File: src/hdl/q4bd_pkg.sv
// Shared types and constants for the 4-bit by 8-bit block dot accumulator.
// No dependencies; imported by every module of the block.
`default_nettype none

package q4bd_pkg;

    // Block geometry: 16 weight bytes, each feeding two activations
    localparam int unsigned LANES    = 16;
    localparam int unsigned GROUPS   = 4;
    localparam int unsigned GRP_SIZE = LANES / GROUPS;

    // Datapath widths
    localparam int unsigned LANE_W  = 13;  // two nibble x byte products
    localparam int unsigned GRP_W   = 15;  // sum of four lanes
    localparam int unsigned DOT_W   = 17;  // sum of all 16 lanes
    localparam int unsigned SCALE_W = 16;
    localparam int unsigned PROD1_W = DOT_W + SCALE_W;    // dot * weight_scale
    localparam int unsigned TERM_W  = PROD1_W + SCALE_W;  // * act_scale
    localparam int unsigned ACC_W   = 64;

    // Stream packing
    localparam int unsigned S_DATA_W = 416;
    localparam int unsigned M_DATA_W = 64;
    localparam int unsigned ACT_BASE = 128;  // activations start after weight bytes
    localparam int unsigned WS_LSB   = 384;
    localparam int unsigned AS_LSB   = 400;

    // Nibble offset that centers a 4-bit weight on zero
    localparam logic signed [4:0] NIBBLE_BIAS = 5'sd8;

    // Sideband that travels with a block down the pipeline
    typedef struct packed {
        logic                      valid;
        logic                      last;
        logic signed [SCALE_W-1:0] weight_scale;
        logic signed [SCALE_W-1:0] act_scale;
    } side_t;

endpackage

`default_nettype wire

File: src/hdl/q4bd_lane.sv
// One lane: weight byte j against activations j and j+16, summed and registered.
// Depends on q4bd_pkg.
`default_nettype none

module q4bd_lane (
    input  wire logic                                aclk,
    input  wire logic                                en,
    input  wire logic [7:0]                          weight_byte,
    input  wire logic signed [7:0]                   act_lo,
    input  wire logic signed [7:0]                   act_hi,
    output logic signed [q4bd_pkg::LANE_W-1:0]       lane_sum_reg
);
    import q4bd_pkg::*;

    logic signed [4:0]        w_lo;
    logic signed [4:0]        w_hi;
    logic signed [LANE_W-1:0] prod_lo;
    logic signed [LANE_W-1:0] prod_hi;
    logic signed [LANE_W-1:0] lane_sum_next;

    // Unpack nibbles into signed weights, -8..7
    assign w_lo = $signed({1'b0, weight_byte[3:0]}) - NIBBLE_BIAS;
    assign w_hi = $signed({1'b0, weight_byte[7:4]}) - NIBBLE_BIAS;

    // Two small products, each within -1016..1024
    assign prod_lo       = LANE_W'(w_lo) * LANE_W'(act_lo);
    assign prod_hi       = LANE_W'(w_hi) * LANE_W'(act_hi);
    assign lane_sum_next = prod_lo + prod_hi;

    always_ff @(posedge aclk) begin
        if (en) begin
            lane_sum_reg <= lane_sum_next;
        end
    end

endmodule

`default_nettype wire

File: config.mk
export PLATFORM = sky130hd
export DESIGN_NAME = q4bd_lane
export DESIGN_NICKNAME = d
export VERILOG_FILES = /design/src/hdl/q4bd_pkg.sv /design/src/hdl/q4bd_lane.sv
export SDC_FILE = /design/constraint.sdc
export NUM_CORES = 1
export LEC_CHECK = 0
export BUFFER_PORTS_ARGS = -buffer_cell sky130_fd_sc_hd__buf_2
export CAP_MARGIN = 20
export CORE_MARGIN = 2
export CORE_UTILIZATION = 56
export CTS_BUF_LIST = sky130_fd_sc_hd__clkbuf_8
export DETAILED_ROUTE_END_ITERATION = 6
export PLACE_DENSITY = 0.8
export SYNTH_ARGS = -nofsm -noshare
export SYNTH_HDL_FRONTEND = slang
export SYNTH_SLANG_ARGS = --single-unit
File: constraint.sdc
create_clock -name aclk -period 6.13 [get_ports aclk]
set_clock_uncertainty 0.15 [all_clocks]
set_input_delay 0.9195 -clock aclk [delete_from_list [all_inputs] [get_ports aclk]]
set_output_delay 0.9195 -clock aclk [all_outputs]
set_load 0.01 [all_outputs]
# Word level (Yosys, flattened, before mapping)
# Cells that the tools add are included.
# word_totals
output_inout_bits	13
in_bits	26
reg_bits	13
# classes
add_sub_neg	3
n_mul	2
# ops
operator	count
multiplier 5 x 8 -> 13 bit	2
adder 13 bit	1
subtractor 4 x 4 -> 5 bit (second input constant)	2

# Depth between registers and ports, before layout
# logic_depth
depth_word	3
ltp_mapped	17

# Least setup slack after synthesis
# Ideal clock, no wire load.
# synth_path
path_kind	input-to-reg
from	input port weight_byte[3]
to	register lane_sum_reg[11] in the netlist's numbering, data pin
setup_slack_ps	353
required_time_ps	5722
t_arrival_ps	5370
cell_stages	16
cell_sequence	clkbuf_1 or2_2 fa_1 inv_1 fa_1 fa_1 fa_1 inv_1 fa_1 inv_1 ha_1 or4_4 a211oi_4 o31ai_2 a21oi_2 xnor2_1
# synth_via
elab_chain_cells	3
# synth_rtl
item	line	source
start: declaration	q4bd_lane.sv:8	input wire logic [7:0] weight_byte,
subtractor 4 x 4 -> 5 bit	q4bd_lane.sv:22	assign w_lo = $signed({1'b0, weight_byte[3:0]}) - NIBBLE_BIAS;
multiplier 5 x 8 -> 13 bit	q4bd_lane.sv:26	assign prod_lo = LANE_W'(w_lo) * LANE_W'(act_lo);
adder 13 bit	q4bd_lane.sv:28	assign lane_sum_next = prod_lo + prod_hi;
named net lane_sum_next[11]	q4bd_lane.sv:19	logic signed [LANE_W-1:0] lane_sum_next;
end signal: assignment	q4bd_lane.sv:32	lane_sum_reg <= lane_sum_next;
end: declaration	q4bd_lane.sv:11	output logic signed [q4bd_pkg::LANE_W-1:0] lane_sum_reg
# The timed path passes the listed nets, and every way through them passes these cells.
# A chain may end at the register's enable or synchronous reset.

# Final worst setup path
# Ends and elaborated chain as after synthesis.

==> qor.csv <==
stage;metric;value;unit
setup_path;start-to-end type of the worst setup path;primary input to register;
synthesis;Yosys warning total;0;
clocking;number of sinks on the clock net;13;
clocking;root buffer selected by CTS;sky130_fd_sc_hd__clkbuf_8;
setup_path;data required time at the worst endpoint;5.97;ns
route;initial detailed-routing violation count;77;
synthesis;net count after synthesis;472;
sta;clock period minus final worst setup slack;5.71;ns
power;combinational fraction of design power;0.833;
power;Leak;1.89;nW
placed_design;instance area after placement;3660;um^2
sta;Final period util;0.932;
sta;remaining max-slew budget at the tightest pin;0.785;
route;Residual DRC;0;
finish;ANT cells;0;
die;core region area;5890;um^2
finish;number of flip-flops in the largest register;13;
clocking;clock tree from TritonCTS;done;
placed_design;routability congestion estimate from global placement;0.868;
synthesis;#FFs+latches synth;13;
finish;commonest cells after routing, fill and taps aside;sky130_fd_sc_hd__inv_1 (95), sky130_fd_sc_hd__fa_1 (71), sky130_fd_sc_hd__buf_2 (38);
die;I/O pins;39;
finish;post-route cell area;3700;um^2
setup_path;arrival time at the worst endpoint;5.55;ns
sta;Worst Max-Slew Pin Slew;0.319;ns
clocking;Post-CTS Repair Setup Buffers;0;
die;row cnt;28;
clocking;register clock-pin slew on the reported worst setup and hold paths;0.05;ns
die;Chip Height;81.6;um
setup_path;Crit Path Max Fanout;9;
route;Total Wirelength;6.19;mm
grt;total overflow reported by the global router;0;
clocking;Longest Clk Path Bufs;2;
finish;commonest non-fill, non-tap cell in the layout;sky130_fd_sc_hd__inv_1;
placed_design;number of buffer cells added on primary ports;38;
sta;final worst-path setup slack;0.417;ns
power;cell internal pwr;0.923;mW
setup_path;Critical Path Source Type;primary input;
clocking;number of buffers inserted during clock tree synthesis;3;
die;effective utilization at floorplan;0.573;
power;share of power burned in registers;0.125;
die;die area;6660;um^2
route;WL per Instance;13.5;um
finish;number of fill cells;514;
placed_design;worst slack at placement;0.170;ns
power;Switching Fraction;0.477;
power;Switching Power;0.841;mW
route;total via count in the routed design;2311;
finish;number of nets in the finished design;514;
sta;Final Slew Violations;0;
finish;layout overhead on the synthesized area;9.76;%
clocking;number of gates resized after cts;0;
clocking;hold bufs inserted after CTS;0;
grt;wire length of the first global-routing pass;10.4;mm
synthesis;post-synthesis sequential area ratio;0.116;
grt;All-Layer GR Usage;0.206;
synthesis;cells after synthesis;342;
sta;hold violation total from the final report;0;
route;Pre-Repair DR Iteration Count;4;
synthesis;Post-Syn Area;3370;um^2
flow_run;max-capacitance violation count;0;
grt;number of global-route vias before repair;2417;
synthesis;average cell area after synthesis;9.86;um^2
grt;largest net degree at the start of global routing;18;
synthesis;number of different library cells in the post-synthesis netlist;30;
die;floorplan die width;81.6;um
sta;total negative setup slack;0;ns
power;pwr/cell area;477;nW/um^2
sta;Final setup viols;0;
placed_design;detailed placement HPWL;5.63;mm
status;run status;complete, no violations;
finish;sequential standard cell area;390;um^2
route;final antenna-violating net count;0;
sta;RSZ-0062 raised after global routing;no;
power;worst vdd ir;0.361;mV
power;share of power burned in the clock network;0.041;
sta;maximum operating frequency;175;MHz
clocking;number of H-tree levels;1;
route;routed via count divided by cell count;5.05;
finish;layout cells sized above 1;0.141;
setup_path;capturing element type of the critical path;register;
grt;antenna violations before repair;0;
finish;combined area of the multi-input logic cells;2620;um^2
hold_path;HP Class;primary input to register;
==> per-stage QoR <==
stage                     power (mW)  instances   util  hold slack [ns]
after floorplan                 1.38        342      -            0.882
after global placement          1.63        454  0.621             1.17
after detailed placement        1.70        454  0.621             1.18
after CTS                       1.79        458  0.629            0.929
after global routing            1.98        458  0.629            0.940
final                           1.76        458  0.629            0.929
==> cell usage after synthesis <==
library cell                 n  area [um^2]
sky130_fd_sc_hd__inv_1      94          353
sky130_fd_sc_hd__fa_1       71         1420
sky130_fd_sc_hd__ha_1       33          413
sky130_fd_sc_hd__and2_1     25          156
sky130_fd_sc_hd__nand2_1    23         86.3
sky130_fd_sc_hd__xnor2_1    17          149
sky130_fd_sc_hd__nor2_1     15         56.3
sky130_fd_sc_hd__edfxtp_1   13          390
sky130_fd_sc_hd__nand2b_1    8         50.1
sky130_fd_sc_hd__nor2b_1     8         50.1
sky130_fd_sc_hd__or2_2       8         50.1
sky130_fd_sc_hd__a21oi_1     5         25.0
sky130_fd_sc_hd__xor2_1      3         26.3
sky130_fd_sc_hd__clkbuf_1    2         7.51
sky130_fd_sc_hd__o21ai_0     2         10.0
sky130_fd_sc_hd__a211oi_4    1         20.0
sky130_fd_sc_hd__a21boi_0    1         7.51
sky130_fd_sc_hd__a21o_1      1         7.51
sky130_fd_sc_hd__a21oi_2     1         8.76
sky130_fd_sc_hd__nand3_1     1         5.00
sky130_fd_sc_hd__nor3_1      1         5.00
sky130_fd_sc_hd__o21a_1      1         7.51
sky130_fd_sc_hd__o221ai_1    1         8.76
sky130_fd_sc_hd__o22ai_1     1         6.26
sky130_fd_sc_hd__o2bb2ai_1   1         8.76
sky130_fd_sc_hd__o31ai_1     1         7.51
sky130_fd_sc_hd__o31ai_2     1         12.5
sky130_fd_sc_hd__or2_1       1         6.26
sky130_fd_sc_hd__or3_1       1         6.26
sky130_fd_sc_hd__or4_4       1         11.3
==> path summary, 6_finish.rpt <==
kind / start / end / cells past startpoint
worst max-delay path: weight_byte[3] / lane_sum_reg[11]$_DFFE_PP_ / 16
worst min-delay path: en / lane_sum_reg[12]$_DFFE_PP_ / 1
==> layer usage <==
metal,up-vias,GRT usage,part of all wire
li1,1089,-,-
met4,0,0.0417,0.014
met1,1163,0.244,0.38
met2,51,0.395,0.56
met5,-,0,0
met3,8,0.0319,0.042
==> power groups by stage <==
stage	Sequential (mW)	Clock (mW)	Combinational, mW
2_1_floorplan	0.247	0	1.13
3_3_place_gp	0.222	0	1.41
3_5_place_dp	0.223	0	1.48
4_1_cts	0.222	0.0750	1.49
5_1_grt	0.225	0.0789	1.67
6_report	0.221	0.0731	1.47
==> worst max-delay path, stage by stage <==
cell and delay [ns]:
sky130_fd_sc_hd__buf_2 0.17, sky130_fd_sc_hd__or2_2 0.31, sky130_fd_sc_hd__fa_1 0.53, sky130_fd_sc_hd__inv_1 0.05
sky130_fd_sc_hd__fa_1 0.50, sky130_fd_sc_hd__fa_1 0.53, sky130_fd_sc_hd__fa_1 0.54, sky130_fd_sc_hd__inv_1 0.05
sky130_fd_sc_hd__fa_1 0.53, sky130_fd_sc_hd__inv_1 0.04, sky130_fd_sc_hd__ha_1 0.23, sky130_fd_sc_hd__or4_4 0.56
sky130_fd_sc_hd__a211oi_4 0.25, sky130_fd_sc_hd__o31ai_2 0.10, sky130_fd_sc_hd__a21oi_2 0.15, sky130_fd_sc_hd__xnor2_1 0.07
==> logic make-up after synthesis <==
group	Yosys count	synth area share
xor+xnor	20	0.0519
compound gates	17	0.0386
buf+inv	96	0.107
simple gates	92	0.143
flops	13	0.116
fa+ha+maj	104	0.544
==> layout make-up <==
type | count | share of cell area
Sequential cell | 13 | 0.105
Tap cell | 75 | 0.0253
Inverter | 94 | 0.0953
Clock buffer | 3 | 0.0112
Clock inverter | 1 | 0.00101
Multi-Input combinational cell | 233 | 0.708
Timing Repair Buffer | 39 | 0.0534
(Power assumes the default switching activity.)
