**src/hdl/q4bd_pkg.sv**
```systemverilog
// Shared types and constants for the 4-bit by 8-bit block dot accumulator.
// No dependencies; imported by every module of the block.
`default_nettype none

package q4bd_pkg;

    // Block geometry: 16 weight bytes, each feeding two activations
    localparam int unsigned LANES    = 16;
    localparam int unsigned GROUPS   = 4;
    localparam int unsigned GRP_SIZE = LANES / GROUPS;

    // Datapath widths
    localparam int unsigned LANE_W  = 13;  // two nibble x byte products
    localparam int unsigned GRP_W   = 15;  // sum of four lanes
    localparam int unsigned DOT_W   = 17;  // sum of all 16 lanes
    localparam int unsigned SCALE_W = 16;
    localparam int unsigned PROD1_W = DOT_W + SCALE_W;    // dot * weight_scale
    localparam int unsigned TERM_W  = PROD1_W + SCALE_W;  // * act_scale
    localparam int unsigned ACC_W   = 64;

    // Stream packing
    localparam int unsigned S_DATA_W = 416;
    localparam int unsigned M_DATA_W = 64;
    localparam int unsigned ACT_BASE = 128;  // activations start after weight bytes
    localparam int unsigned WS_LSB   = 384;
    localparam int unsigned AS_LSB   = 400;

    // Nibble offset that centers a 4-bit weight on zero
    localparam logic signed [4:0] NIBBLE_BIAS = 5'sd8;

    // Sideband that travels with a block down the pipeline
    typedef struct packed {
        logic                      valid;
        logic                      last;
        logic signed [SCALE_W-1:0] weight_scale;
        logic signed [SCALE_W-1:0] act_scale;
    } side_t;

endpackage

`default_nettype wire

```
**src/hdl/q4bd_scale_accum.sv**
```systemverilog
// Scales the dot by both block scales, accumulates into the row sum and holds
// the result register. Depends on q4bd_pkg.
`default_nettype none

module q4bd_scale_accum (
    input  wire logic                                aclk,
    input  wire logic                                aresetn,
    input  wire logic                                en,
    input  wire logic signed [q4bd_pkg::DOT_W-1:0]   dot,
    input  wire q4bd_pkg::side_t                     side_in,
    input  wire logic                                out_taken,
    output logic                                     out_valid_reg,
    output logic [q4bd_pkg::ACC_W-1:0]               out_sum_reg
);
    import q4bd_pkg::*;

    logic signed [PROD1_W-1:0] prod1_reg;
    logic signed [TERM_W-1:0]  term_reg;
    side_t                     side3_reg;
    side_t                     side4_reg;
    logic [ACC_W-1:0]          acc_reg;
    logic [ACC_W-1:0]          sum_next;

    // Multiplier stages, one product per register
    always_ff @(posedge aclk) begin
        if (en) begin
            prod1_reg <= PROD1_W'(dot) * PROD1_W'(side_in.weight_scale);
            term_reg  <= TERM_W'(prod1_reg) * TERM_W'(side3_reg.act_scale);
        end
    end

    always_ff @(posedge aclk) begin
        if (!aresetn) begin
            side3_reg <= '0;
            side4_reg <= '0;
        end else if (en) begin
            side3_reg <= side_in;
            side4_reg <= side3_reg;
        end
    end

    // Wrapping row sum including the current block
    assign sum_next = acc_reg + ACC_W'(term_reg);

    // Accumulator and result register
    always_ff @(posedge aclk) begin
        if (!aresetn) begin
            acc_reg       <= '0;
            out_valid_reg <= 1'b0;
        end else begin
            if (out_taken) begin
                out_valid_reg <= 1'b0;
            end
            if (en && side4_reg.valid) begin
                if (side4_reg.last) begin
                    acc_reg       <= '0;
                    out_valid_reg <= 1'b1;
                end else begin
                    acc_reg <= sum_next;
                end
            end
        end
    end

    always_ff @(posedge aclk) begin
        if (en && side4_reg.valid && side4_reg.last) begin
            out_sum_reg <= sum_next;
        end
    end

endmodule

`default_nettype wire

```
**config.mk**
```make
export PLATFORM = sky130hd
export DESIGN_NAME = q4bd_scale_accum
export DESIGN_NICKNAME = d
export VERILOG_FILES = /design/src/hdl/q4bd_pkg.sv /design/src/hdl/q4bd_scale_accum.sv
export SDC_FILE = /design/constraint.sdc
export NUM_CORES = 2
export LEC_CHECK = 0
export BUFFER_PORTS_ARGS = -buffer_cell sky130_fd_sc_hd__clkbuf_2
export CORE_MARGIN = 2
export CORE_UTILIZATION = 50
export CTS_BUF_LIST = sky130_fd_sc_hd__clkbuf_16
export CTS_CLUSTER_DIAMETER = 100
export DETAILED_ROUTE_END_ITERATION = 8
export GPL_ROUTABILITY_DRIVEN = 0
export PLACE_DENSITY = 0.66
export SLEW_MARGIN = 5
export SYNTH_ARGS = -nofsm -noshare
export SYNTH_HDL_FRONTEND = slang
export SYNTH_SLANG_ARGS = --single-unit
```
**constraint.sdc**
```tcl
create_clock -name aclk -period 10.3 [get_ports aclk]
set_input_delay 1.545 -clock aclk [delete_from_list [all_inputs] [get_ports aclk]]
set_output_delay 1.545 -clock aclk [all_outputs]
set_load 0.1 [all_outputs]
```
Yosys cells after proc, flatten, opt, wreduce, memory -nomap -nowiden
Index checks and enable logic that the tools add are counted.
W data, S select, Z words.
{"block": "word_totals", "reg_bits": 231, "latchBits": 0, "ram_bits": 0, "romBits": 0, "inputBits": 55, "output_inout_bits": 65, "elab_cells": 19, "mem_count": 0}
{"block": "op_classes", "add_sub_neg": 1, "multipliers": 2, "div_mod_pow": 0, "order_cmp": 0, "eq_ne": 0, "shift": 0, "n_mux": 4, "n_bitwise": 0, "n_reduce_logical": 2}
{"cell": "$add A64 B64 Y64", "count": 1}
{"cell": "$mux W64", "count": 1}
{"cell": "$mul A33 B16 Y49", "count": 1}
{"cell": "$mul A17 B16 Y33", "count": 1}
{"cell": "$mux W1", "count": 3}
{"cell": "$logic_and A1 B1 Y1", "count": 2}

Depth between registers and ports, before layout
{"block": "logic_depth", "depth_word": 3, "ltp_mapped": 26, "mapped_depth_nobuf": 25}

Worst setup path before layout
No wires, ideal clock.
{"block": "synth_path", "path_kind": "input -> register", "start": "input port side_in[20] in the netlist's numbering", "end": "register prod1_reg[32] (data pin)", "setup_ps": 259, "arrival_time_ps": 7485, "required_time_ps": 10041, "setup_slack_ps": 2555, "path_stages": 23, "path_buffers": 2, "path_cell_list": "clkbuf_1 clkbuf_1 nand2_1 fa_1 inv_1 fa_1 fa_1 inv_1 fa_1 fa_1 fa_1 inv_1 ha_1 a21oi_1 o21bai_1 a21o_1 a2111o_1 o221ai_1 a21oi_1 a211o_1 a21o_1 a21oi_1 xnor2_1"}
{"block": "synth_between", "elab_chain_cells": 1}
{"item": "start, declared", "line_no": "q4bd_scale_accum.sv:10", "source": "input wire q4bd_pkg::side_t side_in,"}
{"item": "$mul A17 B16 Y33", "line_no": "q4bd_scale_accum.sv:27", "source": "prod1_reg <= PROD1_W'(dot) * PROD1_W'(side_in.weight_scale);"}
{"item": "end signal, assigned", "line_no": "q4bd_scale_accum.sv:27"}
{"item": "end, declared", "line_no": "q4bd_scale_accum.sv:17", "source": "logic signed [PROD1_W-1:0] prod1_reg;"}
Every way passes these cells.
A chain may end at the register's enable or synchronous reset.

Worst setup path after layout
{"block": "layout_path", "start": "register side3_reg[1] in the netlist's numbering", "end": "register term_reg[46] (data pin)"}
{"block": "layout_between", "elab_chain_cells": 1}
{"item": "start, declared", "line_no": "q4bd_scale_accum.sv:19", "source": "side_t side3_reg;"}
{"item": "start signal, assigned", "line_no": "q4bd_scale_accum.sv:37", "source": "side3_reg <= side_in;"}
{"item": "$mul A33 B16 Y49", "line_no": "q4bd_scale_accum.sv:28", "source": "term_reg <= TERM_W'(prod1_reg) * TERM_W'(side3_reg.act_scale);"}
{"item": "end signal, assigned", "line_no": "q4bd_scale_accum.sv:28"}
{"item": "end, declared", "line_no": "q4bd_scale_accum.sv:18", "source": "logic signed [TERM_W-1:0] term_reg;"}
Every way passes these cells.

==> out/metrics.yaml <==
cts_hold_buf: 0
cp_num_buf_inv: 4
fmax_mhz: 126
cts_made_buffers: 25
skew_ns: 0.00962
cts_tree: "done"
seq_area_frac_synth_pct: 15.4
period_needed_ns: 7.97
die_y_um: 285
ys_warn_count: 0
path_delay_family: "adder cells"
drive_gt1_share_pct: 5.03
ys_ff_latch: 231
ant_nets: 0
pin_count: 120
final_area_um2: 41600
synth_ff_type: "edfxtp_1"
grt_use_total_pct: 23.6
synth_nets: 5252
cp-end-kind: "register"
rsz0062_at_grt: "false"
finalWirelength_um: 92400
drc_errors: 0
tightest_slew_ns: 1.21
syn_inst: 4157
clock_latency_ns: 0.55
cts.clk_slew.worst_paths_ns: 0.06
fillers: 7044
cts_root_buffer: "clkbuf_16"
place_ws_ns: 2.14
fin_crit_sh_pct: 77.3
grt_pass1_wl_um: 155000
synth.largest_area_cell: "fa_1"
grt_pass1_vias: 29400
die_w_um: 285
synth_common_cells: "inv_1, fa_1, nand2_1, and2_1, ha_1"
finalSetupViolCount: 0
cap_violations: 0
finalHoldViolCount: 0
vias: 27700
worstPathMaxFanout: 21
async_flop_share_pct: 0
hold_path.class: "reg -> reg"
wl_per_cell_um: 17.8
netlist.area_leader.share_pct: 39.4
cts_num_sinks: 231
fin_nets: 5236
final_max_slew_viol_count: 0
first_iter_violations: 1665
path_cells: "buf_4 > nand2_1 > fa_1 > fa_1 > fa_1 > inv_1 > fa_1 > fa_1 > inv_1 > fa_1 > inv_1 > ha_1 > nand4_2 > or3_1 > o221ai_2 > o21ai_2 > o41ai_2 > a311oi_1 > o32ai_2 > nor3_1 > a311o_1"
htree_levels: 1
start_util_pct: 50.7
diodes: 0
slew-limit-headroom_pct: 19.4
cts-resized-gates: 0
cp_common_cell: "fa_1"
rows: 102
yosysMostFrequentCell: "inv_1"
fin_setup_tns_ns: 0
grt_max_degree: 61
status: "complete, no violations"
timing_worst_setup_path_type: "reg -> reg"
final_core_util_pct: 53.5
cp_slowest_cell: "dfxtp_1"
viasPerCell: 5.33
arrival_ns: 8.26
final.setup.worst_slack_ns: 2.33
core_area_um2: 77700
cts_setup_buffers: 0
grt-ovfl-total: 0
synth_edf_count: 146
slowest_delay_ns: 0.87
yosys.cell_types.count: 83
dieArea_um2: 81100
syn_avg_cell_area_um2: 9.49
io_buffers: 119
clock_path_buffers: 3
first_pass_iters: 6
mappedNetlistArea_um2: 39400
dpl-instance-area_um2: 40800
dpl.hpwl_um: 71600
critPathRequiredTime_ns: 10.59
synthTopCellsByArea: "fa_1, edfxtp_1, inv_1"
grt_antenna_before_repair: 0
cp-start-kind: "register"
area_delta_synth_final_pct: 5.44
-- layout make-up --
type	count	area (um^2)	area share, %
Multi-Input combinational cell	2842	29200	70.3
Sequential cell	231	6100	14.7
Inverter	907	3400	8.19
Tap cell	1040	1300	3.13
Timing Repair Buffer	134	711	1.71
Clock buffer	26	651	1.56
Clock inverter	19	164	0.394
-- layout by cell type (no fill, tap or decap), types with 5 or more instances in the layout --
| cell | instances |
|---|---|
| inv_1 | 907 |
| fa_1 | 777 |
| nand2_1 | 530 |
| and2_1 | 317 |
| ha_1 | 263 |
| a21oi_1 | 147 |
| edfxtp_1 | 146 |
| clkbuf_2 | 118 |
| xnor2_1 | 109 |
| nor2_1 | 86 |
| dfxtp_1 | 75 |
| o21ai_0 | 68 |
| nor2b_1 | 68 |
| a21o_1 | 61 |
| xor2_1 | 42 |
| o21bai_1 | 33 |
| a22oi_1 | 33 |
| a22o_1 | 29 |
| nand3_1 | 28 |
| clkbuf_16 | 26 |
| nand2b_1 | 23 |
| mux2i_1 | 20 |
| nand4_1 | 19 |
| and3_1 | 19 |
| a31oi_1 | 18 |
| buf_4 | 16 |
| nor3_1 | 15 |
| a211oi_1 | 10 |
| dfxtp_2 | 10 |
| o21a_1 | 9 |
| o211ai_1 | 9 |
| o21ai_1 | 9 |
| clkinv_1 | 7 |
| or3_1 | 6 |
| o31ai_1 | 5 |
-- worst paths after layout --
check | to | cells after the start | slack, ns | startpoint
setup / recovery | term_reg[46]$_DFFE_PP_ | 21 | 2.33 | side3_reg[1]$_SDFFE_PN0P_
hold / removal | acc_reg[37]$_SDFFE_PN0P_ | 1 | 0.49 | acc_reg[37]$_SDFFE_PN0P_
setup reg to reg | term_reg[46]$_DFFE_PP_ | 21 | 2.33 | side3_reg[1]$_SDFFE_PN0P_
hold reg to reg | acc_reg[37]$_SDFFE_PN0P_ | 1 | 0.49 | acc_reg[37]$_SDFFE_PN0P_
-- cell families (layout without fill, tap and decap cells) --
logic type	Yosys count	after routing	share of synthesized area, %
muxes	21	21	0.536
AOI/OAI and AO/OA	488	488	8.29
adders and majority gates	1040	1040	47.8
xor gates and xnor gates	151	151	3.35
buffers and inverters	1084	1086	10.4
and+or+nand+nor	1142	1142	14.2
DFF	231	231	15.4
-- per-layer routing --
| metal | part of all wire (%) | routed length [um] | vias to the layer above | track usage, % |
|---|---|---|---|---|
| met5 | 0 | 0 | - | 0 |
| met4 | 2.3 | 2140 | 0 | 5.50 |
| met3 | 7.7 | 7070 | 153 | 3.51 |
| met2 | 46 | 42100 | 1009 | 38.6 |
| met1 | 44 | 41100 | 13900 | 33.5 |
| li1 | - | - | 12700 | - |
-- worst reg2reg max path: cells and delay by family, from the launching register on --
| kind | cells | cell delay, ns |
|---|---|---|
| buffers and inverters | 4 | 0.60 |
| and+or+nand+nor | 4 | 0.74 |
| DFF | 1 | 0.87 |
| AOI/OAI and AO/OA | 6 | 1.98 |
| adders and majority gates | 7 | 3.51 |
-- per-stage QoR --
| step | std cells | hold slack, ns |
|---|---|---|
| floorplan | 4157 | 0.454 |
| global placement | 5154 | 0.468 |
| detailed placement | 5154 | 0.472 |
| CTS | 5199 | 0.492 |
| global route | 5199 | 0.500 |
| finish | 5199 | 0.489 |
Power is not shown: default switching activity piles up to over one toggle a cycle in this logic, so the estimate is an artifact.
