`config.mk`:
```
export PLATFORM = sky130hd
export DESIGN_NAME = q4bd_merge
export DESIGN_NICKNAME = d
export VERILOG_FILES = /design/src/hdl/q4bd_pkg.sv /design/src/hdl/q4bd_merge.sv
export SDC_FILE = /design/constraint.sdc
export NUM_CORES = 1
export LEC_CHECK = 0
export BUFFER_PORTS_ARGS = -buffer_cell sky130_fd_sc_hd__buf_2
export CAP_MARGIN = 25
export CORE_ASPECT_RATIO = 1.4
export CORE_MARGIN = 4
export CORE_UTILIZATION = 35
export DETAILED_ROUTE_END_ITERATION = 12
export PLACE_DENSITY = 0.6
export SKIP_LAST_GASP = 1
export SLEW_MARGIN = 10
export SYNTH_ARGS = -nofsm -noshare
export SYNTH_HDL_FRONTEND = slang
export SYNTH_SLANG_ARGS = --single-unit
```
`constraint.sdc`:
```
create_clock -name aclk -period 4 [get_ports aclk]
set_input_delay 0.6 -clock aclk [delete_from_list [all_inputs] [get_ports aclk]]
set_output_delay 0.6 -clock aclk [all_outputs]
set_load 0.05 [all_outputs]
```
`src/hdl/q4bd_pkg.sv`:
```
// Shared types and constants for the 4-bit by 8-bit block dot accumulator.
// No dependencies; imported by every module of the block.
`default_nettype none

package q4bd_pkg;

    // Block geometry: 16 weight bytes, each feeding two activations
    localparam int unsigned LANES    = 16;
    localparam int unsigned GROUPS   = 4;
    localparam int unsigned GRP_SIZE = LANES / GROUPS;

    // Datapath widths
    localparam int unsigned LANE_W  = 13;  // two nibble x byte products
    localparam int unsigned GRP_W   = 15;  // sum of four lanes
    localparam int unsigned DOT_W   = 17;  // sum of all 16 lanes
    localparam int unsigned SCALE_W = 16;
    localparam int unsigned PROD1_W = DOT_W + SCALE_W;    // dot * weight_scale
    localparam int unsigned TERM_W  = PROD1_W + SCALE_W;  // * act_scale
    localparam int unsigned ACC_W   = 64;

    // Stream packing
    localparam int unsigned S_DATA_W = 416;
    localparam int unsigned M_DATA_W = 64;
    localparam int unsigned ACT_BASE = 128;  // activations start after weight bytes
    localparam int unsigned WS_LSB   = 384;
    localparam int unsigned AS_LSB   = 400;

    // Nibble offset that centers a 4-bit weight on zero
    localparam logic signed [4:0] NIBBLE_BIAS = 5'sd8;

    // Sideband that travels with a block down the pipeline
    typedef struct packed {
        logic                      valid;
        logic                      last;
        logic signed [SCALE_W-1:0] weight_scale;
        logic signed [SCALE_W-1:0] act_scale;
    } side_t;

endpackage

`default_nettype wire

```
`src/hdl/q4bd_merge.sv`:
```
// Two-level registered adder tree that merges the 16 lane sums into the dot.
// Depends on q4bd_pkg.
`default_nettype none

module q4bd_merge (
    input  wire logic                                aclk,
    input  wire logic                                aresetn,
    input  wire logic                                en,
    input  wire logic signed [q4bd_pkg::LANE_W-1:0]  lane_sum [q4bd_pkg::LANES],
    input  wire q4bd_pkg::side_t                     side_in,
    output logic signed [q4bd_pkg::DOT_W-1:0]        dot_reg,
    output q4bd_pkg::side_t                          side_out
);
    import q4bd_pkg::*;

    logic signed [GRP_W-1:0] grp_reg  [GROUPS];
    logic signed [GRP_W-1:0] grp_next [GROUPS];
    logic signed [DOT_W-1:0] dot_next;
    side_t                   side1_reg;
    side_t                   side2_reg;

    // First level: four lanes per group
    always_comb begin
        for (int g = 0; g < GROUPS; g++) begin
            grp_next[g] = '0;
            for (int k = 0; k < GRP_SIZE; k++) begin
                grp_next[g] = grp_next[g] + GRP_W'(lane_sum[g*GRP_SIZE + k]);
            end
        end
    end

    // Second level: the four group sums
    always_comb begin
        dot_next = '0;
        for (int g = 0; g < GROUPS; g++) begin
            dot_next = dot_next + DOT_W'(grp_reg[g]);
        end
    end

    // Data registers
    always_ff @(posedge aclk) begin
        if (en) begin
            grp_reg <= grp_next;
            dot_reg <= dot_next;
        end
    end

    // Sideband follows the data
    always_ff @(posedge aclk) begin
        if (!aresetn) begin
            side1_reg <= '0;
            side2_reg <= '0;
        end else if (en) begin
            side1_reg <= side_in;
            side2_reg <= side1_reg;
        end
    end

    assign side_out = side2_reg;

endmodule

`default_nettype wire

```
# After elaboration in Yosys (flattened, before gate mapping)
# Index checks and enable logic that the tools add are counted.
[classes]
add_sub_neg = 15
[ops]
columns = ["operator", "n"]
rows = [
  ["adder 14 x 13 -> 15 bit", 4],
  ["adder 15 x 13 -> 15 bit", 4],
  ["adder 13 x 13 -> 14 bit", 4],
  ["adder 16 x 15 -> 17 bit", 1],
  ["adder 17 x 15 -> 17 bit", 1],
  ["adder 15 x 15 -> 16 bit", 1],
]
[word_totals]
reg_bits = 145
inputBits = 245
output_inout_bits = 51
elab_cells = 28

# Logic depth before layout (Yosys ltp)
# Gate-level depths: netlist (run 1).
[depth]
depth_word = 3
mapped_depth = 12
ltp_nobuf = 12

# Least setup slack after synthesis (run 1)
# Ideal clock, no wire load.
[synth_timing]
kind = "input-to-reg"
start = "input port lane_sum[105] (netlist name)"
end = "register grp_reg[43] (netlist name), data pin"
setup_ns = 0.263
arrival_time_ns = 3.202
required_time_ns = 3.737
path_slack_ns = 0.535
cell_stages = 11
n_path_buf = 0
path_cell_list = "fa_1 > fa_1 > ha_1 > inv_1 > fa_1 > nor2b_1 > o21ai_1 > a21bo_2 > a31oi_1 > a311oi_1 > xnor2_1"
[synth_lines]
columns = ["element", "line_no", "rtl"]
rows = [
  ["start: declaration", "q4bd_merge.sv:9", "input wire logic signed [q4bd_pkg::LANE_W-1:0] lane_sum [q4bd_pkg::LANES],"],
  ["end signal: assignment", "q4bd_merge.sv:43", "grp_reg <= grp_next;"],
  ["end: declaration", "q4bd_merge.sv:16", "logic signed [GRP_W-1:0] grp_reg [GROUPS];"],
]

# Final worst setup path (run 1)
[layout_timing]
start = "register grp_reg[1] (netlist name)"
end = "register dot_reg[15] (netlist name), data pin"
[layout_between]
elab_chain_cells = 1
[layout_rtl]
columns = ["element", "line_no", "rtl"]
rows = [
  ["adder 17 x 15 -> 17 bit", "q4bd_merge.sv:36", "dot_next = dot_next + DOT_W'(grp_reg[g]);"],
  ["via dot_next[15]", "q4bd_merge.sv:18", "logic signed [DOT_W-1:0] dot_next;"],
  ["end signal: assignment", "q4bd_merge.sv:44", "dot_reg <= dot_next;"],
  ["end: declaration", "q4bd_merge.sv:11", "output logic signed [q4bd_pkg::DOT_W-1:0] dot_reg,"],
]
# The timed path passes the listed nets, and every way through them passes these cells.
# A chain may end at the register's enable or synchronous reset.

==> results of run 1 <==
## cell usage in the layout (no fill, tap or decap), types with 6 or more instances in the layout
cell         n
inv_1      360
buf_2      294
fa_1       139
nor2b_1     78
edfxtp_1    77
ha_1        72
mux2i_1     69
dfxtp_1     68
xnor2_1     46
a21oi_1     43
nor2_1      29
nand2_1     23
clkbuf_16   20
xor2_1      17
a21o_1      16
o21ai_1     12
o21a_1       9
o21ai_0      9
nand4_1      8
nor3_1       8
nand3_1      8
nand2b_1     7
o21bai_1     6
## per-stage QoR
step	util	std cells	worst slack (ps)
final	0.434	1936	568
after global routing	0.434	1935	386
after CTS	0.434	1935	549
after detailed placement	0.415	1904	191
after global placement	0.415	1904	223
after floorplan	-	1179	535
## worst max-delay path, cell delays in order, from the launching register on
cell      delay, ps
edfxtp_1        320
inv_1            60
fa_1            530
inv_1            50
fa_1            430
ha_1            230
fa_1            460
a21oi_1         220
o21ai_1         130
a21oi_1         330
nor2b_1         100
a21oi_1         210
xnor2_1         110
## cells in the mapped netlist, types with 4 or more instances
master and n:
nor4_1 5, a21o_1 16, clkbuf_1 13, o21bai_1 6
o21ai_0 9, a31oi_1 4, inv_1 360, xor2_1 17
a311oi_1 4, dfxtp_1 68, nor2_1 29, buf_2 7
o21a_1 9, nor3_1 8, nand3_1 8, nand2_1 23
and3_1 5, o21ai_1 12, nand4_1 8, a211oi_1 4
ha_1 72, edfxtp_1 77, nand2b_1 7, mux2i_1 69
a21oi_1 43, xnor2_1 46, fa_1 139, nor2b_1 78
## per-layer routing
layer / wire length (um) / vias to the layer above / GRT usage / part of all wire
li1: - / 4249 / - / -
met1: 9790 / 4031 / 0.156 / 0.39
met2: 13200 / 236 / 0.250 / 0.53
met3: 1560 / 35 / 0.0309 / 0.062
met4: 560 / 2 / 0.0420 / 0.022
met5: 13 / - / 0 / 0.00052
## cells by family (layout without fill, tap and decap cells)
family | Yosys count | in the layout | share of synthesized area
flip-flops | 145 | 145 | 0.309
AND/OR/NAND/NOR | 180 | 180 | 0.0831
AO/OA/AOI/OAI | 131 | 131 | 0.0727
XOR/XNOR | 63 | 63 | 0.0464
other | 0 | 1 | 0
buffers and inverters | 380 | 691 | 0.121
adder cells (fa/ha/maj) | 211 | 211 | 0.310
multiplexers | 69 | 69 | 0.0581
## power groups by stage
stage | sequential, mW | combinational (mW) | clock (mW)
2_1_floorplan | 3.02 | 6.05 | 0
3_3_place_gp | 2.70 | 8.10 | 0
3_5_place_dp | 2.70 | 8.22 | 0
4_1_cts | 2.67 | 8.30 | 1.70
5_1_grt | 2.70 | 9.26 | 1.77
6_report | 2.66 | 8.15 | 1.65
## cell type report
type / instances / area [um^2]
Inverter: 360 / 1350
Clock inverter: 5 / 58.8
Multi-Input combinational cell: 654 / 6780
Sequential cell: 145 / 3670
Timing Repair Buffer: 300 / 1520
Fill cell: 3350 / 18900
Clock buffer: 26 / 573
Antenna cell: 1 / 2.50
Tap cell: 445 / 557
## worst paths after layout
kind / startpoint / to / slack (ps) / cells past startpoint
worst max register to register: grp_reg[1] / dot_reg[15] / 570 / 12
worst min register to register: side_out[29] / side_out[29] / 510 / 2
worst max-delay path: grp_reg[1] / dot_reg[15] / 570 / 12
worst min-delay path: side_in[21] / side1_reg[21] / 440 / 3
==> results.yml, run 1 <==
detailed_routing:
  first_pass_iters: 4
  wirelength_mm: 25.1
  ant_nets: 0
  wl_per_cell_um: 13.0
  via_per_inst: 4.42
  drc: 0
  num_vias: 8553
  drtIter0Drc: 320
timing:
  slew_headroom: 0.417
  rsz0062_at_grt: "no"
  drv_slew: 0
  whs_ps: 443
  clock_skew_ps: 8.70
  setup_viol: 0
  worst_pin_slew_ps: 874
  report.final.hold_viol_count: 0
  tns_ps: 0
  fin_crit_ps: 3430
  post-route-period-util: 0.858
  max_freq_mhz: 291
clock_tree:
  clk_path_buf_depth: 2
  clock_sinks: 145
  root_buffer: "clkbuf_16"
  cts_tree: "yes"
  clk_pin_slew_ps: 60
  ctsResizeCount: 0
  cts_hold_buf: 0
  post_cts_buffers: 0
  numCtsBuffers: 17
  htreeDepth: 4
  clock_latency_ps: 420
critical_path:
  cp_max_fo: 3
  cp-start-kind: "register"
  crit_required_ps: 4170
  critical_path_class: "reg -> reg"
  cp-end-kind: "register"
  arrival_ps: 3600
yosys:
  synthFlopType: "edfxtp_1"
  synth_area_leaders: "fa_1 (23%), edfxtp_1 (19%), dfxtp_1 (11%)"
  ys_warn_count: 0
  synth_top_area_cell: "fa_1"
  yosysUniqueCellTypes: 53
  yosysSeqAreaShare: 0.309
  synth-edff-count: 77
  syn_nets: 1635
  syn_area_um2: 11900
  synth_seq_cells: 145
  postSynthAreaPerCell_um2: 10.1
  postSynthCellCount: 1179
  synth_top_cell_area_share: 0.234
  postSynth.asyncResetShare: 0
global_routing:
  grt_max_degree: 72
  track_usage: 0.136
  grt_overflow: 0
  antenna_found_initial: 1
  grt_pass1_vias: 8433
  grt_pass1_wl_mm: 39.7
cells_and_area:
  area_growth_syn_to_layout_pct: 22.1
  finalInstanceArea_um2: 14500
  largest_register_ffs: 60
  nets: 1934
  layout-drive-gt1-share: 0.226
floorplanning:
  die_y_um: 226
  rows: 79
  initial_core_util: 0.356
  io_pins: 296
  die-width_um: 164
  die_area_um2: 37000
  core_area_um2: 33400
power_and_ir_drop:
  p_switching_mw: 5.42
  power_leakage_nw: 7.54
  powerDensity_nw_per_um2: 859
  pwr-share-seq: 0.213
  p_int_mw: 7.04
  p_comb_frac: 0.654
  total_power_mw: 12.5
  irDropWorstVdd_uv: 822
  swShare: 0.435
  clockPowerShare: 0.133
placement:
  post_dp_cell_area_um2: 13900
  place_congestion: 0.820
  dpl.hpwl_mm: 21.4
  portBuffers: 295
status:
  outcome: "completed"
job:
  maxCapViolations: 0
worst_hold_path:
  hold_path_class: "in -> reg"
Note: power is estimated with default switching activity, not from simulation.
==> run 2, diff against run 1 <==
Settings changed: CORE_ASPECT_RATIO 1.4 to default.
==> run 2 against run 1 <==
Die area fell by 0.11%; register-to-register slack worse by 90 ps; largest power group unchanged; sequential share of layout area barely moved; wire length decreased by 1.4%; critical path depth is the same; first-iteration DRC count shrank 7.8%; combinational power grew 2%; maximum frequency decreased by 2.6%; worst hold slack lost 7.2 ps; global-route usage down 0.27 points; critical path type unchanged; core utilization down 0.24 points.
==> results.yml, run 2 (synthesis gave the netlist of run 1 again) <==
timing:
  post-route-period-util: 0.881
  setup_viol: 0
  worst_pin_slew_ps: 889
  fin_crit_ps: 3520
  drv_slew: 0
  rsz0062_at_grt: "no"
  slew_headroom: 0.407
  max_freq_mhz: 284
  clock_skew_ps: 11.6
  tns_ps: 0
  report.final.hold_viol_count: 0
detailed_routing:
  ant_nets: 0
  via_per_inst: 4.33
  drtIter0Drc: 295
  wl_per_cell_um: 12.8
  first_pass_iters: 5
  drc: 0
  num_vias: 8408
  wirelength_mm: 24.8
clock_tree:
  clock_sinks: 145
  cts_hold_buf: 0
  root_buffer: "clkbuf_16"
  clk_pin_slew_ps: 70
  post_cts_buffers: 0
  clock_latency_ps: 420
  cts_tree: "yes"
  clk_path_buf_depth: 2
  ctsResizeCount: 0
  numCtsBuffers: 17
  htreeDepth: 4
cells_and_area:
  stdcell_count: 1940
  finalInstanceArea_um2: 14500
  nets: 1934
  layout_common_cells: "inv_1 (360), buf_2 (294), fa_1 (139), nor2b_1 (78), edfxtp_1 (77)"
  fin_util: 0.432
  layout-drive-gt1-share: 0.227
  fillers: 3331
  layout_commonest_cell: "inv_1"
  area_growth_syn_to_layout_pct: 21.9
  largest_register_ffs: 60
power_and_ir_drop:
  irDropWorstVdd_uv: 883
  powerDensity_nw_per_um2: 867
  power_leakage_nw: 7.52
global_routing:
  grt_pass1_wl_mm: 39.2
  antenna_found_initial: 1
  track_usage: 0.133
  grt_overflow: 0
  grt_max_degree: 69
  grt_pass1_vias: 8313
critical_path:
  path_cells: "inv_1, fa_1, inv_1, fa_1, ha_1, fa_1, a21oi_1, o21ai_1, nand3_1, nand2_1, o41ai_1, xnor2_1"
  critical_path_class: "reg -> reg"
  arrival_ps: 3670
  crit_required_ps: 4150
  cpPeakStageDelay_ps: 500
  cpMostUsedCell: "fa_1"
  cp-start-kind: "register"
  slowest_stage: "fa_1"
  cp_max_fo: 2
  cp-end-kind: "register"
placement:
  portBuffers: 295
  place_congestion: 0.807
  dpl.hpwl_mm: 20.9
  dp.cells: 1907
  post_dp_cell_area_um2: 13900
floorplanning:
  core_area_um2: 33500
  rows: 67
  die-width_um: 192
  die_y_um: 192
  die_area_um2: 37000
  initial_core_util: 0.354
  io_pins: 296
worst_hold_path:
  hold_path_class: "in -> reg"
job:
  maxCapViolations: 0
status:
  outcome: "completed"
==> run 2: cell count changes in the layout (fill, tap and decap cells not counted), sizes merged <==
cell and delta:
bufinv -1, clkinv -1, inv +11, clkbuf -8
==> run 2: path summary, 6_finish.rpt <==
kind	start	to	slack (ps)	cells after the start
max	grp_reg[16]	dot_reg[13]	480	12
min	side_in[8]	side1_reg[8]	440	3
max reg2reg	grp_reg[16]	dot_reg[13]	480	12
min reg2reg	side1_reg[21]	side_out[21]	510	2
==> run 2: area by class of cell <==
| cell class | count | area [um^2] | area share |
|---|---|---|---|
| diodes | 1 | 2.50 | 0.000173 |
| clock buffers | 18 | 439 | 0.0303 |
| clock inverters | 14 | 150 | 0.0104 |
| inverters | 360 | 1350 | 0.0933 |
| multi-input cells | 654 | 6780 | 0.468 |
| flip-flops and latches | 145 | 3670 | 0.254 |
| well taps | 448 | 561 | 0.0387 |
| repair buffers | 300 | 1530 | 0.106 |
==> run 2: worst max-delay path, delay by kind of cell (launching register included) <==
kind                       cells  cell delay (ps)
buffers and inverters          2              130
adders and majority gates      4             1620
and+or+nand+nor                2              190
xor gates and xnor gates       1              140
AOI/OAI and AO/OA              3              790
DFF                            1              390
==> run 2: per-stage QoR <==
| stage | worst slack [ps] | hold slack, ps | power, mW |
|---|---|---|---|
| floorplan | 535 | 482 | 9.06 |
| global placement | 167 | 492 | 10.9 |
| detailed placement | 173 | 500 | 10.9 |
| CTS | 426 | 416 | 12.7 |
| global route | 263 | 432 | 13.8 |
| finish | 478 | 436 | 12.6 |
==> run 2: power breakdown <==
group	total (mW)	internal, mW	switching [mW]
registers	2.66	2.53	0.130
logic	8.31	3.46	4.84
clock network	1.59	0.858	0.729
total	12.6	6.85	5.70
==> run 2: per-layer routing <==
metal,wire (um),GRT usage,up-vias
met5,8,0,-
met4,158,0.0219,2
met3,1500,0.0304,13
met2,12200,0.231,204
met1,10900,0.174,3935
li1,-,-,4254
==> run 3, diff against run 2 <==
Settings changed: CORE_MARGIN 4 to 10, SETUP_SLACK_MARGIN from default to 0.5.
==> run 3 against run 2 <==
Die area grew 13%; clock power is 6% higher; worst hold slack worse by 3.5 ps; global-route usage down 0.087 points; core utilization is 0.22 points higher; count of clock-buffer cells in the layout rose by 1; register-to-register slack better by 200 ps; largest power group unchanged.
==> results.yml, run 3 (synthesis gave the netlist of run 1 again) <==
detailed_routing:
  drc: 0
  num_vias: 8487
  met2_length_mm: 13.6
  drtIter0Drc: 306
  first_pass_iters: 4
  via_per_inst: 4.37
  top_layer_used: "met5"
  wl_per_cell_um: 14.1
  wl_met3_mm: 1.88
  wl_met1_mm: 11.6
  ant_nets: 0
  wirelength_mm: 27.4
global_routing:
  grt_max_degree: 69
  grt_pass1_wl_mm: 43.9
  antenna_found_initial: 2
  grt_pass1_vias: 8969
  grt_overflow: 0
  track_usage: 0.132
timing:
  report.final.hold_viol_count: 0
  slew_headroom: 0.412
  drv_slew: 0
  fin_crit_ps: 3320
  setup_viol: 0
  rsz0062_at_grt: "yes"
  max_freq_mhz: 301
  worst_pin_slew_ps: 882
  setup_slack_ps: 677
  clock_skew_ps: 10.4
  tns_ps: 0
  post-route-period-util: 0.831
cells_and_area:
  stdcell_count: 1940
  layout_commonest_cell: "inv_1"
  layout_common_cells: "inv_1 (360), buf_2 (294), fa_1 (139), nor2b_1 (78), edfxtp_1 (77)"
  finalInstanceArea_um2: 14600
  layout-drive-gt1-share: 0.231
  nets: 1934
  area_growth_syn_to_layout_pct: 22.5
  fillers: 3358
  largest_register_ffs: 60
worst_hold_path:
  whs_endpoint: "side1_reg[10]"
  hold_depth: 3
  min_from: "side_in[10]"
  hold_path_class: "in -> reg"
clock_tree:
  clock_latency_ps: 430
  clk_pin_slew_ps: 70
  numCtsBuffers: 17
  cts_tree: "yes"
  root_buffer: "clkbuf_16"
  clk_path_buf_depth: 2
  clock_sinks: 145
  htreeDepth: 4
power_and_ir_drop:
  total_power_mw: 12.8
  powerDensity_nw_per_um2: 876
  power_leakage_nw: 7.55
  irDropWorstVdd_uv: 960
placement:
  place_congestion: 0.847
  dpl.hpwl_mm: 23.1
  dp.cells: 1906
  portBuffers: 295
  post_dp_cell_area_um2: 13900
  post-place-ws_ps: 165
floorplanning:
  die_y_um: 204
  die_area_um2: 41700
  io_pins: 296
  initial_core_util: 0.354
  die-width_um: 204
  rows: 67
  core_area_um2: 33500
critical_path:
  worst_r2r_endpoint: "dot_reg[13]"
  cp_max_fo: 2
  crit_required_ps: 4170
  r2r_cells: 12
  regToRegSetupSlack_ps: 680
  path_cells: "inv_1, fa_1, inv_1, fa_1, ha_1, fa_1, a21oi_2, o21ai_1, nand3_1, nand2_1, o41ai_2, xnor2_1"
  cp-end-kind: "register"
  cpPeakStageDelay_ps: 490
  slowest_stage: "fa_1"
  cp-start-kind: "register"
  cpMostUsedCell: "fa_1"
  rr_startpoint: "grp_reg[16]"
  critical_path_class: "reg -> reg"
  arrival_ps: 3490
job:
  maxCapViolations: 0
status:
  outcome: "completed"
## run 3: worst max-delay path by stage
stage	startpoint	end	depth (start not counted)
detailed placement	lane_sum[1]	grp_reg[11]	12
floorplan	lane_sum[105]	grp_reg[43]	11
CTS	grp_reg[16]	dot_reg[13]	12
global route	grp_reg[16]	dot_reg[13]	12
finish	grp_reg[16]	dot_reg[13]	12
global placement	lane_sum[105]	grp_reg[43]	12
## run 3: stage by stage
step | util | hold WS [ps]
after floorplan | - | 482
after global placement | 0.415 | 491
after detailed placement | 0.415 | 499
after CTS | 0.433 | 412
after global routing | 0.434 | 430
final | 0.434 | 432
## run 3: repair_timing
action,in CTS,in global routing
resized for setup,1,4
hold buffers,0,0
setup buffers,0,1
pin swaps,0,1
endpoints found under the setup margin,1,5
## run 3: power by group
part	total [mW]	switching [mW]	leakage, nW	internal [mW]
combinational	8.39	4.83	5.93	3.56
sequential	2.68	0.146	1.31	2.53
clock	1.69	0.719	0.312	0.967
## run 3: per-layer routing
| layer | up-vias | track usage |
|---|---|---|
| met3 | 23 | 0.0411 |
| met2 | 197 | 0.228 |
| met1 | 4004 | 0.159 |
| met5 | - | 0 |
| li1 | 4261 | - |
| met4 | 2 | 0.0270 |
## run 3: critical path, delay by kind of cell, from the launching register on
kind | cells | cell delay [ps]
fa+ha+maj | 4 | 1620
compound gates | 3 | 580
flops | 1 | 390
simple gates | 2 | 210
xor+xnor | 1 | 130
buf+inv | 2 | 120
## run 3: layout make-up
class / count / area [um^2] / share of cell area
multi-input combinational: 654 / 6800 / 0.467
sequential: 145 / 3670 / 0.252
timing repair buffer: 300 / 1550 / 0.106
inverter: 360 / 1350 / 0.0928
tap: 448 / 561 / 0.0385
clock buffer: 19 / 475 / 0.0326
clock inverter: 13 / 151 / 0.0104
antenna: 1 / 2.50 / 0.000172
